$ cat config.mk
export PLATFORM = sky130hd
export DESIGN_NAME = position_moving_average
export DESIGN_NICKNAME = d
export VERILOG_FILES = /design/src/hw/rtl/pma_pkg.sv /design/src/hw/rtl/position_moving_average.sv /design/src/hw/rtl/pma_ring.sv /design/src/hw/rtl/pma_div.sv
export SDC_FILE = /design/constraint.sdc
export NUM_CORES = 1
export LEC_CHECK = 0
export BUFFER_PORTS_ARGS = -buffer_cell sky130_fd_sc_hd__buf_4
export CORE_UTILIZATION = 63
export DETAILED_ROUTE_END_ITERATION = 6
export PLACE_DENSITY_LB_ADDON = 0.05
export SLEW_MARGIN = 20
export SYNTH_ARGS = -nofsm -noshare
export SYNTH_HDL_FRONTEND = slang
export SYNTH_SLANG_ARGS = --single-unit
$ cat constraint.sdc
create_clock -name i_clk -period 6 [get_ports i_clk]
set_input_delay 1.2 -clock i_clk [delete_from_list [all_inputs] [get_ports i_clk]]
set_output_delay 1.2 -clock i_clk [all_outputs]
set_load 0.02 [all_outputs]
$ cat src/hw/rtl/pma_pkg.sv
package pma_pkg;

    // Field widths fixed by the sample and result formats
    localparam int POS_W  = 16;
    localparam int HELD_W = 5;
    localparam int QUO_W  = 16;

    typedef struct packed {
        logic signed [POS_W-1:0] pos_x;
        logic signed [POS_W-1:0] pos_y;
    } t_pos_in;

    typedef struct packed {
        logic signed [POS_W-1:0] avg_x;
        logic signed [POS_W-1:0] avg_y;
        logic [HELD_W-1:0]       samples_held;
    } t_avg_out;

    typedef enum logic [2:0] {
        ST_IDLE,
        ST_UPDATE,
        ST_START_X,
        ST_WAIT_X,
        ST_START_Y,
        ST_WAIT_Y,
        ST_PUSH
    } t_pma_state;

endpackage

$ cat src/hw/rtl/position_moving_average.sv
// An accepted sample passes the update, x divide, y divide and push states before
// its result is loaded into the output register; the shared divider runs 16 steps
// for x, then 16 for y, plus load and handoff states. No new sample is taken before the last is pushed.
// Input stall is high while a sample is in process; a new sample is taken while
// a finished result still waits in the output register.
// Reset (synchronous, active low) empties the window and clears the running sums.
module position_moving_average #(
    parameter int WINDOW = 16
) (
    input  logic                i_clk,
    input  logic                i_rst_n,
    input  logic                i_in_valid,
    output logic                o_in_stall,
    input  pma_pkg::t_pos_in    i_in_data,
    output logic                o_out_valid,
    input  logic                i_out_stall,
    output pma_pkg::t_avg_out   o_out_data
);

    localparam int SLOT_W = $clog2(WINDOW);
    localparam int CNT_W  = $clog2(WINDOW + 1);
    localparam int SUM_W  = 17 + SLOT_W;
    localparam int POS_W  = pma_pkg::POS_W;

    pma_pkg::t_pma_state     r_state;
    pma_pkg::t_pma_state     n_state;
    logic [SLOT_W-1:0]       r_slot;
    logic [CNT_W-1:0]        r_fill;
    logic signed [SUM_W-1:0] r_sum_x;
    logic signed [SUM_W-1:0] r_sum_y;
    logic signed [SUM_W-1:0] n_sum_x;
    logic signed [SUM_W-1:0] n_sum_y;
    pma_pkg::t_pos_in        r_new;
    logic signed [POS_W-1:0] r_qx;
    logic                    r_out_valid;
    pma_pkg::t_avg_out       r_out_data;

    logic                    accept;
    logic                    rd_en;
    logic                    wr_en;
    logic                    div_start;
    logic                    load_out;
    logic                    full;
    pma_pkg::t_pos_in        old_sample;
    logic                    div_done;
    logic signed [POS_W-1:0] div_quo;

    assign accept = i_in_valid && !o_in_stall;
    assign full   = (r_fill == CNT_W'(WINDOW));

    pma_ring #(
        .DEPTH (WINDOW)
    ) u_ring (
        .i_clk     (i_clk),
        .i_wr_en   (wr_en),
        .i_wr_addr (r_slot),
        .i_wr_data (r_new),
        .i_rd_en   (rd_en),
        .i_rd_addr (r_slot),
        .o_rd_data (old_sample)
    );

    pma_div #(
        .SUM_W (SUM_W),
        .DIV_W (CNT_W)
    ) u_div (
        .i_clk      (i_clk),
        .i_rst_n    (i_rst_n),
        .i_start    (div_start),
        .i_dividend ((r_state == pma_pkg::ST_START_Y) ? r_sum_y : r_sum_x),
        .i_divisor  (r_fill),
        .o_done     (div_done),
        .o_quotient (div_quo)
    );

    // Sequencer next state
    always_comb begin
        n_state = r_state;
        case (r_state)
            pma_pkg::ST_IDLE:    if (accept) n_state = pma_pkg::ST_UPDATE;
            pma_pkg::ST_UPDATE:  n_state = pma_pkg::ST_START_X;
            pma_pkg::ST_START_X: n_state = pma_pkg::ST_WAIT_X;
            pma_pkg::ST_WAIT_X:  if (div_done) n_state = pma_pkg::ST_START_Y;
            pma_pkg::ST_START_Y: n_state = pma_pkg::ST_WAIT_Y;
            pma_pkg::ST_WAIT_Y:  if (div_done) n_state = pma_pkg::ST_PUSH;
            pma_pkg::ST_PUSH:    if (load_out) n_state = pma_pkg::ST_IDLE;
            default:             n_state = pma_pkg::ST_IDLE;
        endcase
    end

    // Sequencer outputs
    always_comb begin
        o_in_stall = 1'b1;
        rd_en      = 1'b0;
        wr_en      = 1'b0;
        div_start  = 1'b0;
        load_out   = 1'b0;
        case (r_state)
            pma_pkg::ST_IDLE: begin
                o_in_stall = 1'b0;
                rd_en      = i_in_valid;
            end
            pma_pkg::ST_UPDATE:  wr_en = 1'b1;
            pma_pkg::ST_START_X: div_start = 1'b1;
            pma_pkg::ST_START_Y: div_start = 1'b1;
            pma_pkg::ST_PUSH:    load_out = !r_out_valid || !i_out_stall;
            default: begin
                o_in_stall = 1'b1;
            end
        endcase
    end

    // Drop the oldest sample once the window is full, add the new one
    always_comb begin
        n_sum_x = r_sum_x + SUM_W'(r_new.pos_x);
        n_sum_y = r_sum_y + SUM_W'(r_new.pos_y);
        if (full) begin
            n_sum_x = n_sum_x - SUM_W'(old_sample.pos_x);
            n_sum_y = n_sum_y - SUM_W'(old_sample.pos_y);
        end
    end

    // Control state and running sums
    always_ff @(posedge i_clk) begin
        if (!i_rst_n) begin
            r_state     <= pma_pkg::ST_IDLE;
            r_slot      <= '0;
            r_fill      <= '0;
            r_sum_x     <= '0;
            r_sum_y     <= '0;
            r_out_valid <= 1'b0;
        end else begin
            r_state <= n_state;
            if (wr_en) begin
                r_sum_x <= n_sum_x;
                r_sum_y <= n_sum_y;
                r_slot  <= (r_slot == SLOT_W'(WINDOW - 1)) ? '0 : r_slot + 1'b1;
                if (!full) begin
                    r_fill <= r_fill + 1'b1;
                end
            end
            if (load_out) begin
                r_out_valid <= 1'b1;
            end else if (!i_out_stall) begin
                r_out_valid <= 1'b0;
            end
        end
    end

    // Hold the sample, the x mean and the result
    always_ff @(posedge i_clk) begin
        if (accept) begin
            r_new <= i_in_data;
        end
        if (r_state == pma_pkg::ST_WAIT_X && div_done) begin
            r_qx <= div_quo;
        end
        if (load_out) begin
            r_out_data.avg_x        <= r_qx;
            r_out_data.avg_y        <= div_quo;
            r_out_data.samples_held <= pma_pkg::HELD_W'(r_fill);
        end
    end

    assign o_out_valid = r_out_valid;
    assign o_out_data  = r_out_data;

endmodule

$ cat src/hw/rtl/pma_ring.sv
module pma_ring #(
    parameter int DEPTH = 16
) (
    input  logic                       i_clk,
    input  logic                       i_wr_en,
    input  logic [$clog2(DEPTH)-1:0]   i_wr_addr,
    input  pma_pkg::t_pos_in           i_wr_data,
    input  logic                       i_rd_en,
    input  logic [$clog2(DEPTH)-1:0]   i_rd_addr,
    output pma_pkg::t_pos_in           o_rd_data
);

    pma_pkg::t_pos_in r_mem [DEPTH];
    pma_pkg::t_pos_in r_rd_data;

    // Write one sample slot
    always_ff @(posedge i_clk) begin
        if (i_wr_en) begin
            r_mem[i_wr_addr] <= i_wr_data;
        end
    end

    // Registered read of the oldest sample
    always_ff @(posedge i_clk) begin
        if (i_rd_en) begin
            r_rd_data <= r_mem[i_rd_addr];
        end
    end

    assign o_rd_data = r_rd_data;

endmodule

$ cat src/hw/rtl/pma_div.sv
module pma_div #(
    parameter int SUM_W = 21,
    parameter int DIV_W = 5
) (
    input  logic                            i_clk,
    input  logic                            i_rst_n,
    input  logic                            i_start,
    input  logic signed [SUM_W-1:0]         i_dividend,
    input  logic [DIV_W-1:0]                i_divisor,
    output logic                            o_done,
    output logic signed [pma_pkg::QUO_W-1:0] o_quotient
);

    localparam int QW    = pma_pkg::QUO_W;
    localparam int REM_W = DIV_W + 1;
    localparam int STP_W = $clog2(QW);

    logic               r_busy;
    logic               r_done;
    logic [STP_W-1:0]   r_step;
    logic [REM_W-1:0]   r_rem;
    logic [QW-1:0]      r_quo;
    logic [DIV_W-1:0]   r_div;
    logic               r_neg;

    logic [SUM_W-1:0]   mag;
    logic [REM_W-1:0]   trial;
    logic               fits;

    // Magnitude of the signed dividend
    assign mag = i_dividend[SUM_W-1] ? (~i_dividend + 1'b1) : i_dividend;

    // One restoring step: shift in the next dividend bit and try the subtract
    assign trial = {r_rem[REM_W-2:0], r_quo[QW-1]};
    assign fits  = trial >= {1'b0, r_div};

    // Step counter and done pulse
    always_ff @(posedge i_clk) begin
        if (!i_rst_n) begin
            r_busy <= 1'b0;
            r_done <= 1'b0;
            r_step <= '0;
        end else begin
            r_done <= 1'b0;
            if (i_start) begin
                r_busy <= 1'b1;
                r_step <= '0;
            end else if (r_busy) begin
                r_step <= r_step + 1'b1;
                if (r_step == STP_W'(QW - 1)) begin
                    r_busy <= 1'b0;
                    r_done <= 1'b1;
                end
            end
        end
    end

    // Load the operands, then advance remainder and quotient one bit a cycle.
    // The mean fits QW bits, so the bits above them start out as remainder.
    always_ff @(posedge i_clk) begin
        if (i_start) begin
            r_neg <= i_dividend[SUM_W-1];
            r_div <= i_divisor;
            r_rem <= REM_W'(mag[SUM_W-1:QW]);
            r_quo <= mag[QW-1:0];
        end else if (r_busy) begin
            r_rem <= fits ? (trial - {1'b0, r_div}) : trial;
            r_quo <= {r_quo[QW-2:0], fits};
        end
    end

    assign o_done     = r_done;
    assign o_quotient = r_neg ? (~r_quo + 1'b1) : r_quo;

endmodule

Word-level counts from Yosys, hierarchy flattened. Memory sizes are Yosys's and may differ from the RTL's. A register that Yosys moved wholly into a read port is not among the register bits. Cells that the tools add are included.

$add $sub $neg: 10. Order comparisons: 1. Eq/ne operators: 14. Multiplexer cells: 29. Bitwise operators: 5. Reduce and logical (&&, ||, !) cells: 12.

Operators with widths (count): $mux W21 (4); $mux W16 (3); $add A21 B16 Y21 (2); $sub A21 B16 Y21 (2); $add A21 B1 Y21 const B (1); $not A21 Y21 (1); $pmux W3 S7 (1); $add A16 B1 Y16 const B (1); $not A16 Y16 (1); $mux W5 (3); $mux W1 (13); $mux W3 (4); $eq A3 B3 Y1 const B (3); $add A4 B1 Y4 const B (2); $eq A4 B4 Y1 const B (2); $eq A3 B2 Y1 const B (2); $ge A6 B5 Y1 (1); $ne A2 B1 Y1 const B (3); $add A5 B1 Y5 const B (1); $eq A5 B5 Y1 const B (1); $sub A5 B5 Y5 (1); $mux W4 (1); $ne A2 B2 Y1 const B (2); $reduce_and A4 Y1 (1); other kinds (10) (15).

Flip-flop bits (word level): 173. Bits in writable memories: 512. Input port bits: 36. Output and inout port bits: 39. Logic and storage cells: 91. Memories kept: 1.

Memories: u_ring.r_mem (words 16, bits a word 32, read ports 1, clocked after Yosys merged registers in 1, write ports 1, line pma_ring.sv:13) `pma_pkg::t_pos_in r_mem [DEPTH];`.

Depth between registers and ports, before layout.
Depth in word-level cells: 6. Depth in mapped cells: 19. Mapped depth without buffers: 19.

Hierarchy. From an unflattened synthesis, not the netlist that was laid out.

Cells, all modules: 2013. Area, all modules: 31393.9 um2.

By module, submodules not included: pma_ring (times used 1, cells an instance 838, area an instance 20155.6 um2, seq. area each 16335.7 um2); position_moving_average (times used 1, cells an instance 935, area an instance 8967.4 um2, seq. area each 3653.5 um2); pma_div (times used 1, cells an instance 240, area an instance 2270.9 um2, seq. area each 930.9 um2).

Least setup slack after synthesis. Ideal clock, no wire load.

Path kind: reg2reg. Start point: reg r_new[16] (netlist name). End point: reg r_sum_x[20]. Setup time: 66 ps. Arrival: 4471 ps. Data required time: 5934 ps. Slack: 1463 ps. Cell stages (with the launch flop): 19. Buffers on the path: 0. Period minus slack after synthesis: 4537 ps. Cell sequence: edfxtp_1 -> ha_1 -> fa_1 -> a211oi_2 -> o211a_1 -> or4_4 -> a31oi_1 -> a31o_2 -> xor2_1 -> ha_1 -> a211oi_1 -> nand2_1 -> a31oi_1 -> or2_2 -> a32oi_1 -> and4_1 -> or4_4 -> a21o_1 -> a21oi_2.

Word-level cells in the longest chain between the ends: 3.

Ends and longest elaborated chain: start, declared (line position_moving_average.sv:33) `pma_pkg::t_pos_in r_new;`; start signal, assigned (line position_moving_average.sv:153) `r_new <= i_in_data;`; $add A21 B16 Y21 * (line position_moving_average.sv:115) `n_sum_x = r_sum_x + SUM_W'(r_new.pos_x);`; $sub A21 B16 Y21 (line position_moving_average.sv:118) `n_sum_x = n_sum_x - SUM_W'(old_sample.pos_x);`; $mux W21 * (line position_moving_average.sv:117) `if (full) begin`; end signal, assigned (line position_moving_average.sv:135) `r_sum_x <= n_sum_x;`; end, declared (line position_moving_average.sv:29) `logic signed [SUM_W-1:0] r_sum_x;`.

Mark *: on every way between the ends. The rest lies on a longest branch, timed or not. A chain may end at the register's enable or synchronous reset.

Worst setup path in the final report. Same ends and word-level chain as after synthesis.

==> metrics <==
status finished clean; relative slew slack 25.9%; area of the core 0.0491 mm^2; number of synthesized register bits 717; vias in the first global route 17714; crit start category flip-flop; Avg Cell Area, Syn 16.0 um^2; Post-synth ARST share 0%; Layout area overhead 12.3%; die area 0.0506 mm^2; Placed Area 0.0328 mm^2; antenna cell count 0; pwr/cell area 337 mW/mm^2; # Max-Cap Violations 0; CTS sink cnt 717; Placer Congestion 0.925; gr ovfl total 0; Comb pwr share 14.2%; First-pass DRT Iterations 5; register area share after synthesis 66.8%; CP max-delay cell edfxtp_1; synth warn 0; critical path capture point type flip-flop; hold crit path type flip-flop to flip-flop; syn_nets 2089; Placement Rows 81; required time worst endpoint 6.55 ns; switch share 25.3%; Post-Synth Simple-Gate Area 5.39%; WL/cell 25.3 um; Initial Util 63.9%; Sw Pwr 3.01 mW; Final Cell Area 0.0352 mm^2; post_cts resized 0; peak supply drop 293 uV; LEAKAGE 12.0 nW; ratio of final minimum period to clock period 86.9%; residual DRC count 0; # setup viols final 0; total track usage 28.7%; Area contributors post-synth edfxtp_1 (63%), mux4_2 (11%), dfxtp_1 (3.9%), ha_1 (3.8%), xnor2_1 (1.9%); Hold Path Origin r_qx[10]$_DFFE_PP_; min Tclk post-route 5.22 ns; number of flops mapped to enable cells by yosys 656; Port Buffer Count 74; first-pass GRT wire length 107000 um; Sequential Power Share 48.7%; Post-Syn Area 0.0313 mm^2; Skew-Pair Late Insertion Delay 0.63 ns; clock share of power 37.1%; Setup Buffers After CTS 0; Least-Margin Pin Slew 1.11 ns; main combinational cell family by area after synthesis multiplexers; Worst R2R Start r_new[16]$_DFFE_PP_; Synth Area in XOR/XNOR 3.02%; multiplexer share of the synthesized area 12.4%; Worst path max stage delay 0.65 ns; cell count after synthesis 1954; WP data arrival 5.77 ns; Synth area leader edfxtp_1; crit-path leading delay family compound AO/OA/AOI/OAI gates; Die X 225 um; clock buffer depth 3; # IOs 75; nets 2196; RR Endpoint r_sum_x[20]$_SDFFE_PN0P_; CP Max Fanout 17; Non-Filler Instances 2783; worst-path cell chain ha_1, fa_1, a211oi_2, o211a_1, or4_4, a31oi_1, a31o_2, xor2_1, ha_1, a211oi_1, nand2_1, a31oi_1, or2_2, a32oi_1, and4_1, or4_4, a21o_1, a21oi_2; Most used DFF post-synth edfxtp_1; CTS tree done; DR iter-0 viols 1505; total power 11.9 mW; Yosys top cell area share 62.9%; hold path endpoint o_out_data[31]$_DFFE_PP_; CTS root buffer clkbuf_16; drt via density 6.38; TritonCTS Buffers 74; P_int 8.86 mW; R2R cell count 18; Synth Area in Compound Gates 6.57%; Unique masters post-synth 71; reg2reg setup slack 0.78 ns; RSZ-0062 raised after global routing false; WP buf/inv 0; Final Max Slew Viols 0; CTS H-Tree Depth 3; most frequent cells after synthesis edfxtp_1 (656), mux4_2 (160), nand2_1 (136); Hold Path Stages 0; initial antenna violation count 0; most common cell in the netlist edfxtp_1; hold slack 0.416 ns; setup_tns 0 ns; die height 225 um; largest net degree at the start of global routing 61; # placed instances 2648; Synth Area in Adders 4.07%; Max Clock Freq 192 MHz; worst clock skew 0.0262 ns; hold_buf cts 0; Final HPWL DP 42800 um; via count 17742; share of cells above drive strength 1 19.5%; CP Class flip-flop to flip-flop; routed wire length 70300 um; clk slew on worst S/H paths 0.06 ns; post-route ant nets 0; final hold violation count 0
[layout make-up]
class	instances	area (um^2)
clock inverter	42	393
inverter	68	255
sequential	717	20900
tap	664	831
clock buffer	92	1940
timing repair buffer	109	843
multi-input combinational	1091	10000
fill	3204	13900
[layout by cell type, fill, tap and decap left out, types with 9 or more instances in the layout]
cell type / n
clkbuf_16: 75
nor3_1: 18
nor2_4: 13
o211ai_1: 12
nand3_1: 19
clkbuf_1: 17
inv_1: 68
buf_4: 107
xnor2_1: 69
o21ai_0: 87
o21a_1: 9
nor2_1: 91
clkinv_2: 10
a211oi_1: 13
a311oi_1: 11
a31oi_1: 20
a21oi_1: 97
ha_1: 94
mux2i_1: 25
a21o_1: 30
or3_1: 12
clkinv_1: 16
dfxtp_1: 57
edfxtp_1: 656
xor2_1: 39
nand2b_1: 16
o31ai_1: 15
mux4_2: 160
nand2_1: 136
[registers in the layout (all words and copies together), names as in the netlist, 4 cells and up]
register	cells
r_new	32
u_div.r_quo	16
u_ring.r_mem	512
o_out_data	37
u_div.r_div	5
u_ring.o_rd_data	32
u_div.r_rem	5
u_div.r_step	4
r_fill	5
r_sum_x	21
r_qx	16
r_slot	4
r_sum_y	21
[worst max-delay path by stage]
stage                              from                        to  depth (start not counted)
floorplan           r_new[16]$_DFFE_PP_  r_sum_x[20]$_SDFFE_PN0P_                         18
global placement    r_new[16]$_DFFE_PP_  r_sum_x[20]$_SDFFE_PN0P_                         18
detailed placement  r_new[16]$_DFFE_PP_  r_sum_x[20]$_SDFFE_PN0P_                         18
CTS                 r_new[16]$_DFFE_PP_  r_sum_x[20]$_SDFFE_PN0P_                         18
global route        r_new[16]$_DFFE_PP_  r_sum_x[20]$_SDFFE_PN0P_                         18
finish              r_new[16]$_DFFE_PP_  r_sum_x[20]$_SDFFE_PN0P_                         18
[power by group through the flow]
stage          Combinational [mW]  Clock, mW  Sequential [mW]
3_5_place_dp                 1.65          0             5.89
5_1_grt                      1.86       4.65             5.80
6_report                     1.68       4.40             5.79
3_3_place_gp                 1.63          0             5.88
4_1_cts                      1.67       4.47             5.79
2_1_floorplan                1.32          0             5.80
[metal layers]
| metal | wire [um] | track usage, % | vias to the layer above |
|---|---|---|---|
| met5 | 0 | 0 | - |
| met4 | 1810 | 8.62 | 0 |
| met3 | 4420 | 4.65 | 103 |
| met2 | 33600 | 45.2 | 676 |
| met1 | 30500 | 41.8 | 9084 |
| li1 | - | - | 7879 |
[worst register-to-register path, stage by stage, from the launching register on]
cell	delay, ns
edfxtp_1	0.65
ha_1	0.29
fa_1	0.26
a211oi_2	0.11
o211a_1	0.29
or4_4	0.55
a31oi_1	0.31
a31o_2	0.22
xor2_1	0.20
ha_1	0.31
a211oi_1	0.31
nand2_1	0.10
a31oi_1	0.20
or2_2	0.17
a32oi_1	0.12
and4_1	0.27
or4_4	0.48
a21o_1	0.20
a21oi_2	0.11
[kinds of logic (layout without fill, tap and decap cells)]
logic type,count (synthesis),after routing
simple gates,366,366
mux,187,187
buf+inv,146,311
compound gates,331,331
xor+xnor,108,108
flops,717,717
fa+ha+maj,99,99
[through the flow]
step	utilization [%]	setup WS, ns
after floorplan	-	1.46
after global placement	66.9	0.921
after detailed placement	66.9	0.839
after CTS	71.7	0.802
after global routing	71.7	0.514
final	71.7	0.784
(Power assumes the default switching activity.)
